<file path="config.mk">
export PLATFORM = sky130hd
export DESIGN_NAME = i2c_master_transaction_sequencer
export DESIGN_NICKNAME = d
export VERILOG_FILES = /design/src/rtl/i2cms_pkg.sv /design/src/rtl/i2cms_in_stage.sv /design/src/rtl/i2cms_core.sv /design/src/rtl/i2cms_out_stage.sv /design/src/rtl/i2c_master_transaction_sequencer.sv
export SDC_FILE = /design/constraint.sdc
export NUM_CORES = 1
export LEC_CHECK = 0
export ABC_AREA = 0
export BUFFER_PORTS_ARGS = -buffer_cell sky130_fd_sc_hd__buf_2
export CORE_UTILIZATION = 52
export CTS_CLUSTER_SIZE = 30
export DETAILED_ROUTE_END_ITERATION = 8
export PLACE_DENSITY = 0.83
export SLEW_MARGIN = 0
export SYNTH_ARGS = -nofsm -noshare
export SYNTH_HDL_FRONTEND = slang
export SYNTH_SLANG_ARGS = --single-unit
export TNS_END_PERCENT = 20
</file>
<file path="constraint.sdc">
create_clock -name clk_i -period 2.9 [get_ports clk_i]
set_input_delay 0.29 -clock clk_i [delete_from_list [all_inputs] [get_ports clk_i]]
set_output_delay 0.29 -clock clk_i [all_outputs]
set_load 0.02 [all_outputs]
</file>
<file path="src/rtl/i2cms_pkg.sv">
// Shared types, status codes and action codes for the I2C master transaction sequencer.
`timescale 1ns / 1ps
package i2cms_pkg;

  typedef enum logic {
    KIND_CMD    = 1'b0,
    KIND_STATUS = 1'b1
  } kind_e;

  typedef enum logic [1:0] {
    OP_RD_STREAM = 2'd0,
    OP_WR_STREAM = 2'd1,
    OP_RD_REG    = 2'd2,
    OP_WR_REG    = 2'd3
  } op_e;

  typedef enum logic [2:0] {
    ACT_NONE  = 3'd0,
    ACT_START = 3'd1,
    ACT_SEND  = 3'd2,
    ACT_ACK   = 3'd3,
    ACT_NACK  = 3'd4,
    ACT_STOP  = 3'd5
  } action_e;

  typedef enum logic [3:0] {
    PH_IDLE  = 4'd0,
    PH_START = 4'd1,
    PH_SLA   = 4'd2,
    PH_REG   = 4'd3,
    PH_RX    = 4'd4,
    PH_TX    = 4'd5
  } phase_e;

  localparam logic [7:0] STATUS_MASK = 8'hF8;
  localparam logic       RD_FLAG     = 1'b1;

  localparam logic [7:0] ST_START      = 8'h08;
  localparam logic [7:0] ST_RSTART     = 8'h10;
  localparam logic [7:0] ST_SLA_W_ACK  = 8'h18;
  localparam logic [7:0] ST_DATA_W_ACK = 8'h28;
  localparam logic [7:0] ST_SLA_R_ACK  = 8'h40;
  localparam logic [7:0] ST_DATA_R_ACK = 8'h50;
  localparam logic [7:0] ST_DATA_R_NAK = 8'h58;

  typedef struct packed {
    kind_e      kind;
    op_e        op;
    logic [6:0] target_addr;
    logic [7:0] reg_addr;
    logic [7:0] byte_count;
    logic [7:0] tx_byte;
    logic [7:0] bus_status;
    logic [7:0] rx_byte;
  } in_item_t;

  typedef struct packed {
    action_e    action;
    logic [7:0] action_byte;
    logic       rx_valid;
    logic [7:0] rx_data;
    logic       error_flag;
    logic [7:0] last_status;
    logic [7:0] bytes_done;
    logic [7:0] restarts;
    logic       closed;
  } out_item_t;

endpackage

</file>
<file path="src/rtl/i2cms_in_stage.sv">
// Input register stage: captures one item and holds it until the core consumes it.
`timescale 1ns / 1ps
module i2cms_in_stage (
  input  logic                clk_i,
  input  logic                rst_ni,
  input  logic                in_valid_i,
  output logic                in_stall_o,
  input  i2cms_pkg::in_item_t in_item_i,
  output logic                valid_o,
  output i2cms_pkg::in_item_t item_o,
  input  logic                take_i
);
  import i2cms_pkg::*;

  logic     valid_q, valid_d;
  in_item_t item_q;
  logic     load;

  // hold while the stored item cannot move on
  assign in_stall_o = valid_q & ~take_i;
  assign load       = in_valid_i & ~in_stall_o;

  always_comb begin
    valid_d = valid_q;
    if (load) begin
      valid_d = 1'b1;
    end else if (take_i) begin
      valid_d = 1'b0;
    end
  end

  always_ff @(posedge clk_i or negedge rst_ni) begin
    if (!rst_ni) begin
      valid_q <= 1'b0;
    end else begin
      valid_q <= valid_d;
    end
  end

  always_ff @(posedge clk_i) begin
    if (load) begin
      item_q <= in_item_i;
    end
  end

  assign valid_o = valid_q;
  assign item_o  = item_q;

endmodule

</file>
<file path="src/rtl/i2cms_core.sv">
// Transaction state and the per-item status check, next state and bus action decode.
`timescale 1ns / 1ps
module i2cms_core (
  input  logic                 clk_i,
  input  logic                 rst_ni,
  input  logic                 step_i,
  input  i2cms_pkg::in_item_t  item_i,
  output i2cms_pkg::out_item_t result_o
);
  import i2cms_pkg::*;

  phase_e     phase_q, phase_d;
  op_e        cur_op_q, cur_op_d;
  logic [6:0] cur_target_q, cur_target_d;
  logic [7:0] cur_reg_q, cur_reg_d;
  logic [7:0] remaining_q, remaining_d;
  logic       err_q, err_d;
  logic [7:0] snapshot_q, snapshot_d;
  logic [7:0] transferred_q, transferred_d;
  logic [7:0] restart_q, restart_d;
  logic       done_q, done_d;
  logic       reading_q, reading_d;

  logic [7:0] code;
  logic [7:0] rem_dec;
  logic       rem_zero;
  logic       rem_many;
  logic       dec_zero;
  logic       dec_many;
  logic       ok;

  assign code     = item_i.bus_status & STATUS_MASK;
  assign rem_dec  = remaining_q - 8'd1;
  assign rem_zero = (remaining_q == 8'd0);
  assign rem_many = (remaining_q > 8'd1);
  assign dec_zero = (rem_dec == 8'd0);
  assign dec_many = (rem_dec > 8'd1);

  // status check against the code the current phase waits for
  always_comb begin
    case (phase_q)
      PH_START: ok = (code == ST_START) || (code == ST_RSTART);
      PH_SLA:   ok = (code == (reading_q ? ST_SLA_R_ACK : ST_SLA_W_ACK));
      PH_REG:   ok = (code == ST_DATA_W_ACK);
      PH_RX:    ok = (code == (rem_many ? ST_DATA_R_ACK : ST_DATA_R_NAK));
      PH_TX:    ok = (code == ST_DATA_W_ACK);
      default:  ok = 1'b0;
    endcase
  end

  // next state
  always_comb begin
    phase_d       = phase_q;
    cur_op_d      = cur_op_q;
    cur_target_d  = cur_target_q;
    cur_reg_d     = cur_reg_q;
    remaining_d   = remaining_q;
    err_d         = err_q;
    snapshot_d    = snapshot_q;
    transferred_d = transferred_q;
    restart_d     = restart_q;
    done_d        = done_q;
    reading_d     = reading_q;
    if (item_i.kind == KIND_CMD) begin
      cur_op_d      = item_i.op;
      cur_target_d  = item_i.target_addr;
      cur_reg_d     = item_i.reg_addr;
      remaining_d   = item_i.byte_count;
      err_d         = 1'b0;
      transferred_d = 8'd0;
      done_d        = 1'b0;
      reading_d     = (item_i.op == OP_RD_STREAM);
      phase_d       = PH_START;
    end else if ((phase_q != PH_IDLE) && !ok) begin
      // abort without a stop
      err_d      = 1'b1;
      snapshot_d = item_i.bus_status;
      done_d     = 1'b0;
      phase_d    = PH_IDLE;
    end else begin
      case (phase_q)
        PH_START: begin
          restart_d = (code == ST_RSTART) ? restart_q + 8'd1 : 8'd0;
          phase_d   = PH_SLA;
        end
        PH_SLA: begin
          err_d         = 1'b0;
          snapshot_d    = item_i.bus_status;
          done_d        = 1'b0;
          transferred_d = 8'd0;
          if (cur_op_q[1] && !reading_q) begin
            phase_d = PH_REG;
          end else if (rem_zero) begin
            done_d  = 1'b1;
            phase_d = PH_IDLE;
          end else if (reading_q) begin
            phase_d = PH_RX;
          end else begin
            transferred_d = 8'd1;
            phase_d       = PH_TX;
          end
        end
        PH_REG: begin
          if (cur_op_q == OP_RD_REG) begin
            reading_d = 1'b1;
            phase_d   = PH_START;
          end else if (rem_zero) begin
            done_d  = 1'b1;
            phase_d = PH_IDLE;
          end else begin
            transferred_d = transferred_q + 8'd1;
            phase_d       = PH_TX;
          end
        end
        PH_RX: begin
          transferred_d = transferred_q + 8'd1;
          remaining_d   = rem_dec;
          if (dec_zero) begin
            done_d  = 1'b1;
            phase_d = PH_IDLE;
          end
        end
        PH_TX: begin
          remaining_d = rem_dec;
          if (dec_zero) begin
            done_d  = 1'b1;
            phase_d = PH_IDLE;
          end else begin
            transferred_d = transferred_q + 8'd1;
          end
        end
        default: phase_d = PH_IDLE;
      endcase
    end
  end

  // bus action and reported fields
  always_comb begin
    result_o             = '0;
    result_o.action      = ACT_NONE;
    result_o.error_flag  = err_d;
    result_o.last_status = snapshot_d;
    result_o.bytes_done  = transferred_d;
    result_o.restarts    = restart_d;
    result_o.closed      = done_d;
    if (item_i.kind == KIND_CMD) begin
      result_o.action = ACT_START;
    end else if (ok) begin
      case (phase_q)
        PH_START: begin
          result_o.action      = ACT_SEND;
          result_o.action_byte = {cur_target_q, reading_q & RD_FLAG};
        end
        PH_SLA: begin
          if (cur_op_q[1] && !reading_q) begin
            result_o.action      = ACT_SEND;
            result_o.action_byte = cur_reg_q;
          end else if (rem_zero) begin
            result_o.action = ACT_STOP;
          end else if (reading_q) begin
            result_o.action = rem_many ? ACT_ACK : ACT_NACK;
          end else begin
            result_o.action      = ACT_SEND;
            result_o.action_byte = item_i.tx_byte;
          end
        end
        PH_REG: begin
          if (cur_op_q == OP_RD_REG) begin
            result_o.action = ACT_START;
          end else if (rem_zero) begin
            result_o.action = ACT_STOP;
          end else begin
            result_o.action      = ACT_SEND;
            result_o.action_byte = item_i.tx_byte;
          end
        end
        PH_RX: begin
          result_o.rx_valid = 1'b1;
          result_o.rx_data  = item_i.rx_byte;
          if (dec_zero) begin
            result_o.action = ACT_STOP;
          end else begin
            result_o.action = dec_many ? ACT_ACK : ACT_NACK;
          end
        end
        PH_TX: begin
          if (dec_zero) begin
            result_o.action = ACT_STOP;
          end else begin
            result_o.action      = ACT_SEND;
            result_o.action_byte = item_i.tx_byte;
          end
        end
        default: result_o.action = ACT_NONE;
      endcase
    end
  end

  always_ff @(posedge clk_i or negedge rst_ni) begin
    if (!rst_ni) begin
      phase_q       <= PH_IDLE;
      cur_op_q      <= OP_RD_STREAM;
      cur_target_q  <= '0;
      cur_reg_q     <= '0;
      remaining_q   <= '0;
      err_q         <= 1'b0;
      snapshot_q    <= '0;
      transferred_q <= '0;
      restart_q     <= '0;
      done_q        <= 1'b0;
      reading_q     <= 1'b0;
    end else if (step_i) begin
      phase_q       <= phase_d;
      cur_op_q      <= cur_op_d;
      cur_target_q  <= cur_target_d;
      cur_reg_q     <= cur_reg_d;
      remaining_q   <= remaining_d;
      err_q         <= err_d;
      snapshot_q    <= snapshot_d;
      transferred_q <= transferred_d;
      restart_q     <= restart_d;
      done_q        <= done_d;
      reading_q     <= reading_d;
    end
  end

endmodule

</file>
<file path="src/rtl/i2cms_out_stage.sv">
// Result register stage: holds one result until the downstream side takes it.
`timescale 1ns / 1ps
module i2cms_out_stage (
  input  logic                 clk_i,
  input  logic                 rst_ni,
  input  logic                 load_i,
  input  i2cms_pkg::out_item_t result_i,
  output logic                 can_take_o,
  output logic                 out_valid_o,
  input  logic                 out_stall_i,
  output i2cms_pkg::out_item_t out_item_o
);
  import i2cms_pkg::*;

  logic      valid_q, valid_d;
  out_item_t item_q;

  // free when empty or when the held result leaves this cycle
  assign can_take_o = ~valid_q | ~out_stall_i;

  always_comb begin
    valid_d = valid_q;
    if (load_i) begin
      valid_d = 1'b1;
    end else if (!out_stall_i) begin
      valid_d = 1'b0;
    end
  end

  always_ff @(posedge clk_i or negedge rst_ni) begin
    if (!rst_ni) begin
      valid_q <= 1'b0;
    end else begin
      valid_q <= valid_d;
    end
  end

  always_ff @(posedge clk_i) begin
    if (load_i) begin
      item_q <= result_i;
    end
  end

  assign out_valid_o = valid_q;
  assign out_item_o  = item_q;

endmodule

</file>
<file path="src/rtl/i2c_master_transaction_sequencer.sv">
// An accepted item waits in the input register until the step that updates the state and loads its result.
// Throughput: one item per cycle; the input register, the state update and the
// result register all advance together whenever the result register is free.
// Stall on the input follows stall on the output in the same cycle.
// Reset: asynchronous, active low; both stages empty, phase idle, all counters zero.
`timescale 1ns / 1ps
module i2c_master_transaction_sequencer (
  input  logic                 clk_i,
  input  logic                 rst_ni,
  input  logic                 in_valid_i,
  output logic                 in_stall_o,
  input  i2cms_pkg::in_item_t  in_item_i,
  output logic                 out_valid_o,
  input  logic                 out_stall_i,
  output i2cms_pkg::out_item_t out_item_o
);
  import i2cms_pkg::*;

  logic      stage_valid;
  in_item_t  stage_item;
  out_item_t result;
  logic      can_take;
  logic      step;

  assign step = stage_valid & can_take;

  i2cms_in_stage u_in_stage (
    .clk_i      (clk_i),
    .rst_ni     (rst_ni),
    .in_valid_i (in_valid_i),
    .in_stall_o (in_stall_o),
    .in_item_i  (in_item_i),
    .valid_o    (stage_valid),
    .item_o     (stage_item),
    .take_i     (step)
  );

  i2cms_core u_core (
    .clk_i    (clk_i),
    .rst_ni   (rst_ni),
    .step_i   (step),
    .item_i   (stage_item),
    .result_o (result)
  );

  i2cms_out_stage u_out_stage (
    .clk_i       (clk_i),
    .rst_ni      (rst_ni),
    .load_i      (step),
    .result_i    (result),
    .can_take_o  (can_take),
    .out_valid_o (out_valid_o),
    .out_stall_i (out_stall_i),
    .out_item_o  (out_item_o)
  );

endmodule

</file>
==> results of run 1 <==
[sequential cells by signal (all words and copies together) (netlist names), 2 cells and up]
name                    flops
u_core.phase_q              3
u_core.cur_reg_q            8
u_in_stage.item_o          50
u_core.transferred_q        8
u_core.cur_target_q         7
u_core.remaining_q          8
u_core.restart_q            8
u_out_stage.out_item_o     46
u_core.cur_op_q             2
u_core.snapshot_q           8
[placed cells by master, fill, tap and decap left out, drive strengths merged, types with 5 or more instances in the layout]
| cell type | n |
|---|---|
| buf | 142 |
| edfxtp | 96 |
| dfrtp | 57 |
| nor2 | 46 |
| nand2 | 45 |
| mux2 | 36 |
| o21ai | 25 |
| clkbuf | 18 |
| a21oi | 17 |
| nor3 | 17 |
| inv | 17 |
| nand3 | 16 |
| and2 | 13 |
| nand2b | 12 |
| a222oi | 8 |
| a22o | 7 |
| a32o | 7 |
| ha | 7 |
| and3 | 7 |
| or3 | 5 |
| o22ai | 5 |
| o21a | 5 |
| or2 | 5 |
[routing by layer]
layer	track usage	wire length [um]	share of wire	up-vias
li1	-	-	-	2400
met1	0.295	6530	0.42	2502
met2	0.405	7930	0.51	230
met3	0.0652	972	0.062	33
met4	0.0941	246	0.016	0
met5	0	0	0	-
[kinds of logic after synthesis]
logic type,Yosys count,synth area share
AOI/OAI and AO/OA,119,0.136
buffers and inverters,36,0.0201
adders and majority gates,7,0.0124
muxes,38,0.0604
and+or+nand+nor,198,0.153
xor gates and xnor gates,5,0.00621
DFF,153,0.611
[worst paths after layout]
path                       slack [ns]                                    to
setup / recovery                 0.07  u_out_stage.out_item_o[15]$_DFFE_PP_
hold / removal                   0.03       u_in_stage.item_o[27]$_DFFE_PP_
setup reg to reg                 0.07  u_out_stage.out_item_o[15]$_DFFE_PP_
hold reg to reg                  0.48     u_core.remaining_q[5]$_DFFE_PN0P_
max in group asynchronous        1.79       u_core.cur_reg_q[5]$_DFFE_PN0P_
min in group asynchronous        0.39              u_core.err_q$_DFFE_PN0P_
[cell usage after synthesis (5+ instances only)]
cell      instances
and2_1           13
a222oi_1          8
dfrtp_1          57
inv_1            11
mux2_1           18
nor2_1           46
o21ai_1           5
a21oi_1          17
edfxtp_1         96
or3_1             5
nor3_1           14
a32o_1            7
and3_1            5
o21ai_0          17
nand2_1          45
mux2_2           18
ha_1              7
o22ai_1           5
a22o_1            7
buf_2             5
nand2b_1         11
nand3_1          16
clkbuf_1         18
[through the flow]
| step | setup TNS, ns | util |
|---|---|---|
| after floorplan | 0 | - |
| after global placement | 0 | 0.604 |
| after detailed placement | 0 | 0.604 |
| after CTS | 0 | 0.650 |
| after global routing | -0.000250 | 0.651 |
| final | 0 | 0.651 |
[power by group]
part           switching (uW)  internal [uW]  leakage, uW
logic                     630            445      0.00159
registers                 140           2590      0.00164
clock network             926           1290     0.000283
[layout make-up]
type | count | area, um2 | share of cell area
multi-input combinational | 367 | 2620 | 0.304
clock buffer | 18 | 429 | 0.0498
timing repair buffer | 143 | 836 | 0.0969
inverter | 12 | 45.0 | 0.00522
tap | 176 | 220 | 0.0255
sequential | 153 | 4310 | 0.500
clock inverter | 14 | 165 | 0.0192
[timing repair]
action,in CTS,in global routing
gates resized for setup,0,4
hold endpoints to repair,21,0
hold buffers,1,0
setup endpoints to repair,0,30
==> impl_results.md, run 1 <==
* Synth Area per Inst at between 10 and 15 um2
* Die area at 14000 um2
* Largest net degree at the start of global routing at 31
* Drt first-iter violations at about 500
* Fin crit period at 2.83 ns
* Leakage at 0.00352 uW
* Reg2reg path depth at 9
* Vias at 5165
* Critical Path, Cell by Cell: inv_1 > ha_2 > nand2b_4 > or4b_1 > and3_4 > o41ai_4 > a211oi_4 > and3_1 > a221o_1
* MaxCap Viol Count at 0
* # IOs at 102
* #FFs+latches synth at 153
* Top cells by area, synth: edfxtp_1 41%, dfrtp_1 20%, mux2_1 2.9%, mux2_2 2.9%, nor2_1 2.4%
* Slew @ Worst Pin at around 0.8 ns
* Worst path required time at 3.08 ns
* Share of cells above drive strength 1 at 0.313
* Reg-to-Reg Start: u_core.remaining_q[0]$_DFFE_PN0P_
* Synth warn at 0
* Die height at 118 um
* PD cells at approximately 700 nW/um2
* Total track usage at 0.240
* Sinks on Clock Net at 153
* Largest delay share family, worst path: simple AND/OR/NAND/NOR gates
* Crit path from: u_core.remaining_q[0]$_DFFE_PN0P_
* Fmax at 0.354 GHz
* Synthesized area at 7050 um2
* CP bufs+invs at 1
* Clock Latency Late Sink at 0.44 ns
* First-pass GRT wire length at about 26000 um
* Crit start category: register
* GP Congestion at ~0.95
* Cell count after placement at 850
* Slowest-stage cell, CP: or4b_1
* Detailed Route WL at 15700 um
* Worst hold path depth at 1
* Clock buffer depth at 2
* Chip Width at 118 um
* Dpl ws at 0.0246 ns
* Mapped Cells at 556
* Number of diodes at 0
* Post-DRT Antenna Nets at 0
* Synth cell types at 81
* Post-synthesis net count at 617
* VDD IR max at 463 uV
* Final Skew at 0.0221 ns
* Tcrit/Tclk final at 0.974
* Post-detailed-route wirelength per cell at about 18 um
* Hold slack at 0.0293 ns
* CTS root buffer: clkbuf_16
* I/O Buffers at 101
* Post-CTS Setup Inserts at 0
* Synth Flop Type: edfxtp_1
* Power, Total at 6020 uW
* Drt via density at 5.85
* CTS clk-pin slew, worst paths at 0.06 ns
* Gr ovfl total at 0
* Area Overhead vs Synth at 22.3%
* Critical path depth at 9
* Vias in the first global route at 5178
* Final hold viol count at 0
* Hold_sp: in_item_i[27]
* Fill cells at 1001
* Setup ws final at 0.0744 ns
* FP Rows at 42
* Number of H-tree levels at 4
* Drc violations at 0
* # setup viols final at 0
* Delay of the slowest cell on the worst path at between 0.4 and 0.5 ns
* Ys async rst share at 0.373
* Initial antenna violation count at 0
* Seq/Total Area, Yosys at 0.611
* Final non-filler cell total at around 900
* Initial Util at 0.532
* Area leader, netlist: edfxtp_1
* CTS tree: done
* Hold Path Class: input port to register
* Placed Area at 8000 um2
* Synth top area share at 0.409
* Final number of max-transition violations at 0
* Design Area, Final at 8620 um2
* NumNets Final at 755
* WP data arrival at 3.01 ns
* Num CTS Buffers at 17
* Status: complete, no violations
* Critical Path Fanout Max at 10
* TritonRoute pass-1 iters at 6
* Setup Crit Path Kind: register to register
* EDFF count, synth at 96
* Hpwl dp at 11100 um
* Crit path capture type: register
* CORE AREA at ~13000 um2
* Slew headroom at 0.472
No activity file was read; power rests on OpenSTA's default activity.
==> inputs of run 2 (changes only) <==
--- a/config.mk
+++ b/config.mk
@@ -10,9 +10,10 @@
 export CORE_UTILIZATION = 52
 export CTS_CLUSTER_SIZE = 30
 export DETAILED_ROUTE_END_ITERATION = 8
-export PLACE_DENSITY = 0.83
+export PLACE_DENSITY = 0.84
 export SLEW_MARGIN = 0
 export SYNTH_ARGS = -nofsm -noshare
 export SYNTH_HDL_FRONTEND = slang
+export SYNTH_HIERARCHICAL = 1
 export SYNTH_SLANG_ARGS = --single-unit
 export TNS_END_PERCENT = 20
==> impl_results.md, run 2 <==
* Status: complete, no violations (unchanged)
* Mux share of post-synthesis cell area at 0.0321 (was 0.0604)
* Synth Area in XOR/XNOR at 0.00379 (was 0.00621)
* # setup viols final at 0 (unchanged)
* Commonest cells after routing, fill and taps aside: 101 x buf_2, 96 x edfxtp_1, 89 x nand2_1, 55 x dfrtp_1, 51 x buf_4 (was 101 x buf_2, 96 x edfxtp_1, 57 x dfrtp_1, 46 x nor2_1, 45 x nand2_1)
* Seq/Total Area, Yosys at 0.621 (was 0.611)
* Commonest non-fill, non-tap cell in the layout: buf_2 (unchanged)
* Setup Crit Path Kind: register to register (unchanged)
* Initial Util at 0.541 (was 0.532)
* Worst path required time at 3.06 ns (was 3.08 ns)
* Final number of max-transition violations at 0 (unchanged)
* Chip Width at 118 um (about the same)
* NumNets Final at 789 (was 755)
* FP Rows at 41 (was 42)
* Fin crit period at 2.88 ns (was 2.83 ns)
* Ys async rst share at 0.373 (unchanged)
* Design Area, Final at 8610 um2 (was 8620 um2)
* CTS clk-pin slew, worst paths at 0.06 ns (about the same)
* Synth cell types at 69 (was 81)
* Drc violations at 0 (unchanged)
* Die area at 13800 um2 (was 14000 um2)
* Placed Area at 7930 um2 (was 8000 um2)
* Tcrit/Tclk final at 0.992 (was 0.974)
* MaxCap Viol Count at 0 (unchanged)
* First-pass GRT wire length at 26000 um (was 25600 um)
* Share of cells above drive strength 1 at 0.313 (about the same)
* Gr ovfl total at 0 (unchanged)
* Detailed Route WL at 15900 um (was 15700 um)
* Drt via density at 5.89 (was 5.85)
* Critical Path, Cell by Cell: or4_4 > nor4b_4 > o31ai_2 > a211oi_4 > a21oi_1 > buf_4 > o21ai_0 > o41ai_2 (was inv_1 > ha_2 > nand2b_4 > or4b_1 > and3_4 > o41ai_4 > a211oi_4 > and3_1 > a221o_1)
* Drt first-iter violations at 560 (was 511)
* Synthesized area at 6940 um2 (was 7050 um2)
* Synth cell count leaders: 96 x edfxtp_1, 89 x nand2_1, 57 x dfrtp_1 (was 96 x edfxtp_1, 57 x dfrtp_1, 46 x nor2_1)
* Hold slack at 0.0192 ns (was 0.0293 ns)
* Number of H-tree levels at 4 (unchanged)
* Final Skew at 0.00965 ns (was 0.0221 ns)
* RSZ-0062 raised after global routing: true
* Synth top area share at 0.415 (was 0.409)
* Total track usage at 0.242 (was 0.240)
* Post-Synth Adder-Cell Area at 0.0108 (was 0.0124)
* Post-synthesis net count at 648 (was 617)
* CORE AREA at 12800 um2 (was 13200 um2)
* Clock Latency Late Sink at 0.43 ns (was 0.44 ns)
* Post-detailed-route wirelength per cell at 17.4 um (was 17.8 um)
* Slew headroom at 0.439 (was 0.472)
* Slowest-stage cell, CP: or4_4 (was or4b_1)
* WP data arrival at 3.03 ns (was 3.01 ns)
* Slew @ Worst Pin at 0.832 ns (was 0.790 ns)
* Simple-gate share of the synthesized area at 0.164 (was 0.153)
* TritonRoute pass-1 iters at 5 (was 6)
* Largest register FFs at 50 (unchanged)
* Vias at 5381 (was 5165)
* Hold Path Class: input port to async pin (was input port to register)
* Leakage at 0.00358 uW (was 0.00352 uW)
* Mapped Cells at 588 (was 556)
* Synth warn at 6 (was 0)
* Num CTS Buffers at 17 (unchanged)
* Number of diodes at 0 (unchanged)
* VDD IR max at 665 uV (was 463 uV)
* Hpwl dp at 11000 um (was 11100 um)
* Die height at 118 um (about the same)
* Critical Path Fanout Max at 9 (was 10)
* CTS tree: done (unchanged)
* Crit start category: register (unchanged)
* Synth Flop Type: edfxtp_1 (unchanged)
* Dpl ws at 0.00407 ns (was 0.0246 ns)
* I/O Buffers at 101 (unchanged)
* Top cells by area, synth: edfxtp_1 42%, dfrtp_1 21%, nand2_1 4.8%, mux2_2 2.9%, o21ai_0 2.2% (was edfxtp_1 41%, dfrtp_1 20%, mux2_1 2.9%, mux2_2 2.9%, nor2_1 2.4%)
* Area Overhead vs Synth at 24.0% (was 22.3%)
* EDFF count, synth at 96 (unchanged)
* Compound-Gate Fraction of Synth Area at 0.140 (was 0.136)
* Crit path capture type: register (unchanged)
* Fmax at 0.348 GHz (was 0.354 GHz)
* GP Congestion at 0.911 (was 0.948)
* Largest family of logic cells by synthesized area: simple AND/OR/NAND/NOR gates (unchanged)
* Setup ws final at 0.0241 ns (was 0.0744 ns)
* # IOs at 102 (unchanged)
* Post-DRT Antenna Nets at 0 (unchanged)
* Largest net degree at the start of global routing at 58 (was 31)
* Vias in the first global route at 5340 (was 5178)
* Sinks on Clock Net at 153 (unchanged)
* #FFs+latches synth at 153 (unchanged)
* Delay of the slowest cell on the worst path at 0.59 ns (was 0.46 ns)
* PD cells at 768 nW/um2 (was 698 nW/um2)
* Synth Area per Inst at 11.8 um2 (was 12.7 um2)
* CTS root buffer: clkbuf_16 (unchanged)
* Final hold viol count at 0 (unchanged)
* Initial antenna violation count at 0 (unchanged)
* Top-count cell post-synth: edfxtp_1 (unchanged)
* Area leader, netlist: edfxtp_1 (unchanged)
* Clock buffer depth at 2 (unchanged)
## run 2: changes by cell type after synthesis, sizes merged, moves of 7 or more
cell and change:
nand2 +44, mux2 -18, a21o +7, o21ai +9
nor2 -15
## run 2: final timing paths
check	startpoint	cells after the start	slack, ns	endpoint
setup reg to reg	u_core/remaining_q[5]$_DFFE_PN0P_	8	0.02	u_out_stage/out_item_o[6]$_DFFE_PP_
max in group asynchronous	rst_ni	2	2.32	u_core/remaining_q[0]$_DFFE_PN0P_
hold / removal	rst_ni	2	0.02	u_core/snapshot_q[2]$_DFFE_PN0P_
min in group clk_i	in_item_i[13]	1	0.03	u_in_stage/item_o[13]$_DFFE_PP_
hold reg to reg	u_in_stage/item_o[39]$_DFFE_PP_	2	0.44	u_core/cur_reg_q[7]$_DFFE_PN0P_
setup / recovery	u_core/remaining_q[5]$_DFFE_PN0P_	8	0.02	u_out_stage/out_item_o[6]$_DFFE_PP_
## run 2: layout make-up
class	count	area [um2]
Multi-Input combinational cell	392	2530
Tap cell	172	215
Fill cell	964	4220
Inverter	11	41.3
Clock buffer	19	433
Clock inverter	13	143
Timing Repair Buffer	154	928
Sequential cell	153	4310
## run 2: kinds of logic (layout without fill, tap and decap cells)
| family | count (synthesis) | after routing |
|---|---|---|
| buf+inv | 43 | 197 |
| xor+xnor | 3 | 3 |
| flops | 153 | 153 |
| mux | 20 | 20 |
| fa+ha+maj | 6 | 6 |
| compound gates | 138 | 138 |
| simple gates | 225 | 225 |
## run 2: report_power, final
part	internal [uW]	total [uW]	leakage [uW]	switching, uW
Clock	1270	2150	0.000276	878
Combinational	645	1570	0.00165	930
Sequential	2710	2880	0.00166	173
Total	4630	6610	0.00358	1980
## run 2: routing by layer
layer | vias to the layer above | GRT usage | routed length [um]
li1 | 2501 | - | -
met1 | 2610 | 0.303 | 6580
met2 | 245 | 0.413 | 8040
met3 | 25 | 0.0586 | 1060
met4 | 0 | 0.0801 | 231
met5 | - | 0 | 0
## run 2: worst max-delay path: cells and delay by family (launching register included)
| kind | cells | cell delay, ns |
|---|---|---|
| DFF | 1 | 0.38 |
| and+or+nand+nor | 2 | 0.91 |
| buffers and inverters | 1 | 0.21 |
| AOI/OAI and AO/OA | 5 | 1.12 |
## run 2: what timing repair did
item	CTS	global route
pin swaps	1	9
endpoints found under the setup margin	9	54
hold buffers	0	0
buffers inserted	2	2
resized for setup	3	13
## run 2: per-stage QoR
stage	instances	util	setup TNS [ns]	total power [uW]
floorplan	588	-	0	3890
global placement	878	0.618	0	4360
detailed placement	878	0.618	0	4420
CTS	912	0.666	0	6600
global route	914	0.671	-0.440	6900
finish	914	0.671	0	6610
==> inputs of run 3 (changes only) <==
--- a/config.mk
+++ b/config.mk
@@ -6,11 +6,11 @@
 export NUM_CORES = 1
 export LEC_CHECK = 0
 export ABC_AREA = 0
-export BUFFER_PORTS_ARGS = -buffer_cell sky130_fd_sc_hd__buf_2
-export CORE_UTILIZATION = 52
+export CORE_UTILIZATION = 57
 export CTS_CLUSTER_SIZE = 30
 export DETAILED_ROUTE_END_ITERATION = 8
-export PLACE_DENSITY = 0.84
+export DONT_BUFFER_PORTS = 1
+export PLACE_DENSITY = 0.82
 export SLEW_MARGIN = 0
 export SYNTH_ARGS = -nofsm -noshare
 export SYNTH_HDL_FRONTEND = slang
==> impl_results.md, run 3 (synthesis results as in run 2) <==
* Final non-filler cell total at 832 (was 914)
* Crit path capture type: register (unchanged)
* FP Rows at 39 (was 41)
* Top Usage Layer GRT: met2 (unchanged)
* Num CTS Buffers at 17 (unchanged)
* Worst path required time at 3.08 ns (was 3.06 ns)
* RSZ-0062 raised after global routing: true (unchanged)
* Setup Crit Path Kind: register to register (unchanged)
* Drc violations at 4 (was 0)
* # IOs at 102 (unchanged)
* Failing checks: design-rule violations, negative setup slack
* CTS tree: done (unchanged)
* Post-detailed-route wirelength per cell at 20.6 um (was 17.4 um)
* Met1 Use GR at 0.352 (was 0.303)
* Delay of the slowest cell on the worst path at 0.58 ns (was 0.59 ns)
* Largest delay share family, worst path: compound AO/OA/AOI/OAI gates (unchanged)
* Detailed Route WL at 17100 um (was 15900 um)
* CTS clk-pin slew, worst paths at 0.07 ns (was 0.06 ns)
* Number of diodes at 0 (unchanged)
* M2 GR Usage at 0.493 (was 0.413)
* Cell count after placement at 745 (was 878)
* Final hold viol count at 0 (unchanged)
* Drt via density at 6.28 (was 5.89)
* Sinks on Clock Net at 153 (unchanged)
* Vias in the first global route at 5347 (was 5340)
* Die area at 12600 um2 (was 13800 um2)
* Final number of max-transition violations at 0 (unchanged)
* MaxCap Viol Count at 0 (unchanged)
* Initial antenna violation count at 0 (unchanged)
* First-pass GRT wire length at 27500 um (was 26000 um)
* Crit start category: register (unchanged)
* Slowest-stage cell, CP: or4_4 (unchanged)
* # setup viols final at 6 (was 0)
* Drt first-iter violations at 622 (was 560)
* Fmax at 0.343 GHz (was 0.348 GHz)
* Fin crit period at 2.91 ns (was 2.88 ns)
* TritonRoute pass-1 iters at 9 (was 5)
* Largest net degree at the start of global routing at 58 (unchanged)
* Share of cells above drive strength 1 at 0.181 (was 0.313)
* Tcrit/Tclk final at 1.00 (was 0.992)
* Critical Path Fanout Max at 8 (was 9)
* Number of H-tree levels at 4 (unchanged)
* Critical Path, Cell by Cell: or4_4 > nor4b_4 > o31ai_1 > a211oi_4 > a211oi_2 > o21ai_4 > mux2_2 (was or4_4 > nor4b_4 > o31ai_2 > a211oi_4 > a21oi_1 > buf_4 > o21ai_0 > o41ai_2)
* Slew @ Worst Pin at 0.774 ns (was 0.832 ns)
* Final Skew at 0.0172 ns (was 0.00965 ns)
* Vias at 5227 (was 5381)
* Total track usage at 0.291 (was 0.242)
* Setup ws final at -0.0141 ns (was 0.0241 ns)
* CTS root buffer: clkbuf_16 (unchanged)
* WP data arrival at 3.09 ns (was 3.03 ns)
* CORE AREA at 11700 um2 (was 12800 um2)
* Commonest cells after routing, fill and taps aside: 96 x edfxtp_1, 88 x nand2_1, 57 x dfrtp_1, 53 x dlygate4sd3_1, 47 x buf_4 (was 101 x buf_2, 96 x edfxtp_1, 89 x nand2_1, 55 x dfrtp_1, 51 x buf_4)
* Hold Path Class: input port to register (was input port to async pin)
* Area Overhead vs Synth at 23.2% (was 24.0%)
* Status: finished with violations (was complete, no violations)
* I/O Buffers at 0 (was 101)
* Clock Latency Late Sink at 0.44 ns (was 0.43 ns)
* Die height at 112 um (was 118 um)
* Leakage at 0.00338 uW (was 0.00358 uW)
* GRT met3 Usage at 0.0799 (was 0.0586)
* GP Congestion at 0.908 (was 0.911)
* Initial Util at 0.595 (was 0.541)
* PD cells at 778 nW/um2 (was 768 nW/um2)
* CP bufs+invs at 0 (was 1)
* Post-DRT Antenna Nets at 0 (unchanged)
* Slew headroom at 0.482 (was 0.439)
* NumNets Final at 736 (was 789)
* Chip Width at 112 um (was 118 um)
* Clock buffer depth at 2 (unchanged)
* Gr ovfl total at 0 (unchanged)
* VDD IR max at 630 uV (was 665 uV)
* Final Core Density at 0.733 (was 0.671)
* Largest register FFs at 50 (unchanged)
* Commonest non-fill, non-tap cell in the layout: edfxtp_1 (was buf_2)
* Hpwl dp at 10200 um (was 11000 um)
* Hold slack at 0.332 ns (was 0.0192 ns)
run 3: final timing paths:
kind	start	endpoint	slack (ns)	depth (start not counted)
worst max-delay path	u_core/remaining_q[7]$_DFFE_PN0P_	u_out_stage/out_item_o[22]$_DFFE_PP_	-0.01	7
worst min-delay path	out_stall_i	u_in_stage/valid_o$_DFFE_PN0P_	0.33	4
worst max register to register	u_core/remaining_q[7]$_DFFE_PN0P_	u_out_stage/out_item_o[22]$_DFFE_PP_	-0.01	7
worst min register to register	u_in_stage/item_o[41]$_DFFE_PP_	u_core/cur_target_q[1]$_DFFE_PN0P_	0.44	2
max in group asynchronous	rst_ni	u_core/transferred_q[4]$_DFFE_PN0P_	2.21	2
min in group asynchronous	rst_ni	u_core/transferred_q[1]$_DFFE_PN0P_	0.40	2
run 3: layout make-up:
class	count	area, um2
sequential	153	4310
fill	730	3110
multi-input combinational	392	2510
timing repair buffer	101	911
clock buffer	18	429
tap	143	179
clock inverter	14	164
inverter	11	41.3
run 3: repair_timing:
action,in CTS,in global routing
pin swaps,1,0
hold buffers,54,0
endpoints found under the hold margin,109,0
gates resized for setup,2,8
endpoints found under the setup margin,9,55
buffers inserted,0,1
run 3: layer usage:
layer | part of all wire | wire length, um
met2 | 0.51 | 8780
met4 | 0.025 | 430
met1 | 0.39 | 6750
met5 | 0 | 0
met3 | 0.069 | 1180
run 3: power by group:
part / internal, uW / leakage [uW] / switching, uW
combinational: 582 / 0.00144 / 787
sequential: 2720 / 0.00166 / 325
clock: 1290 / 0.000279 / 952
total: 4590 / 0.00338 / 2060
run 3: metrics by stage:
step	area [um2]	worst slack, ns	power (uW)	TNS (ns)
floorplan	6990	0.0148	3890	0
global placement	7350	0.0423	4240	0
CTS	8500	0.00679	6620	0
finish	8550	-0.0141	6650	-0.0522
global route	8550	-0.106	6920	-1.14
detailed placement	7350	-0.0101	4300	-0.0266
run 3: worst reg2reg max path: cells and delay by family, from the launching register on:
kind             cells  cell delay [ns]
AO/OA/AOI/OAI        4             0.98
multiplexers         1             0.39
flip-flops           1             0.39
AND/OR/NAND/NOR      2             0.91
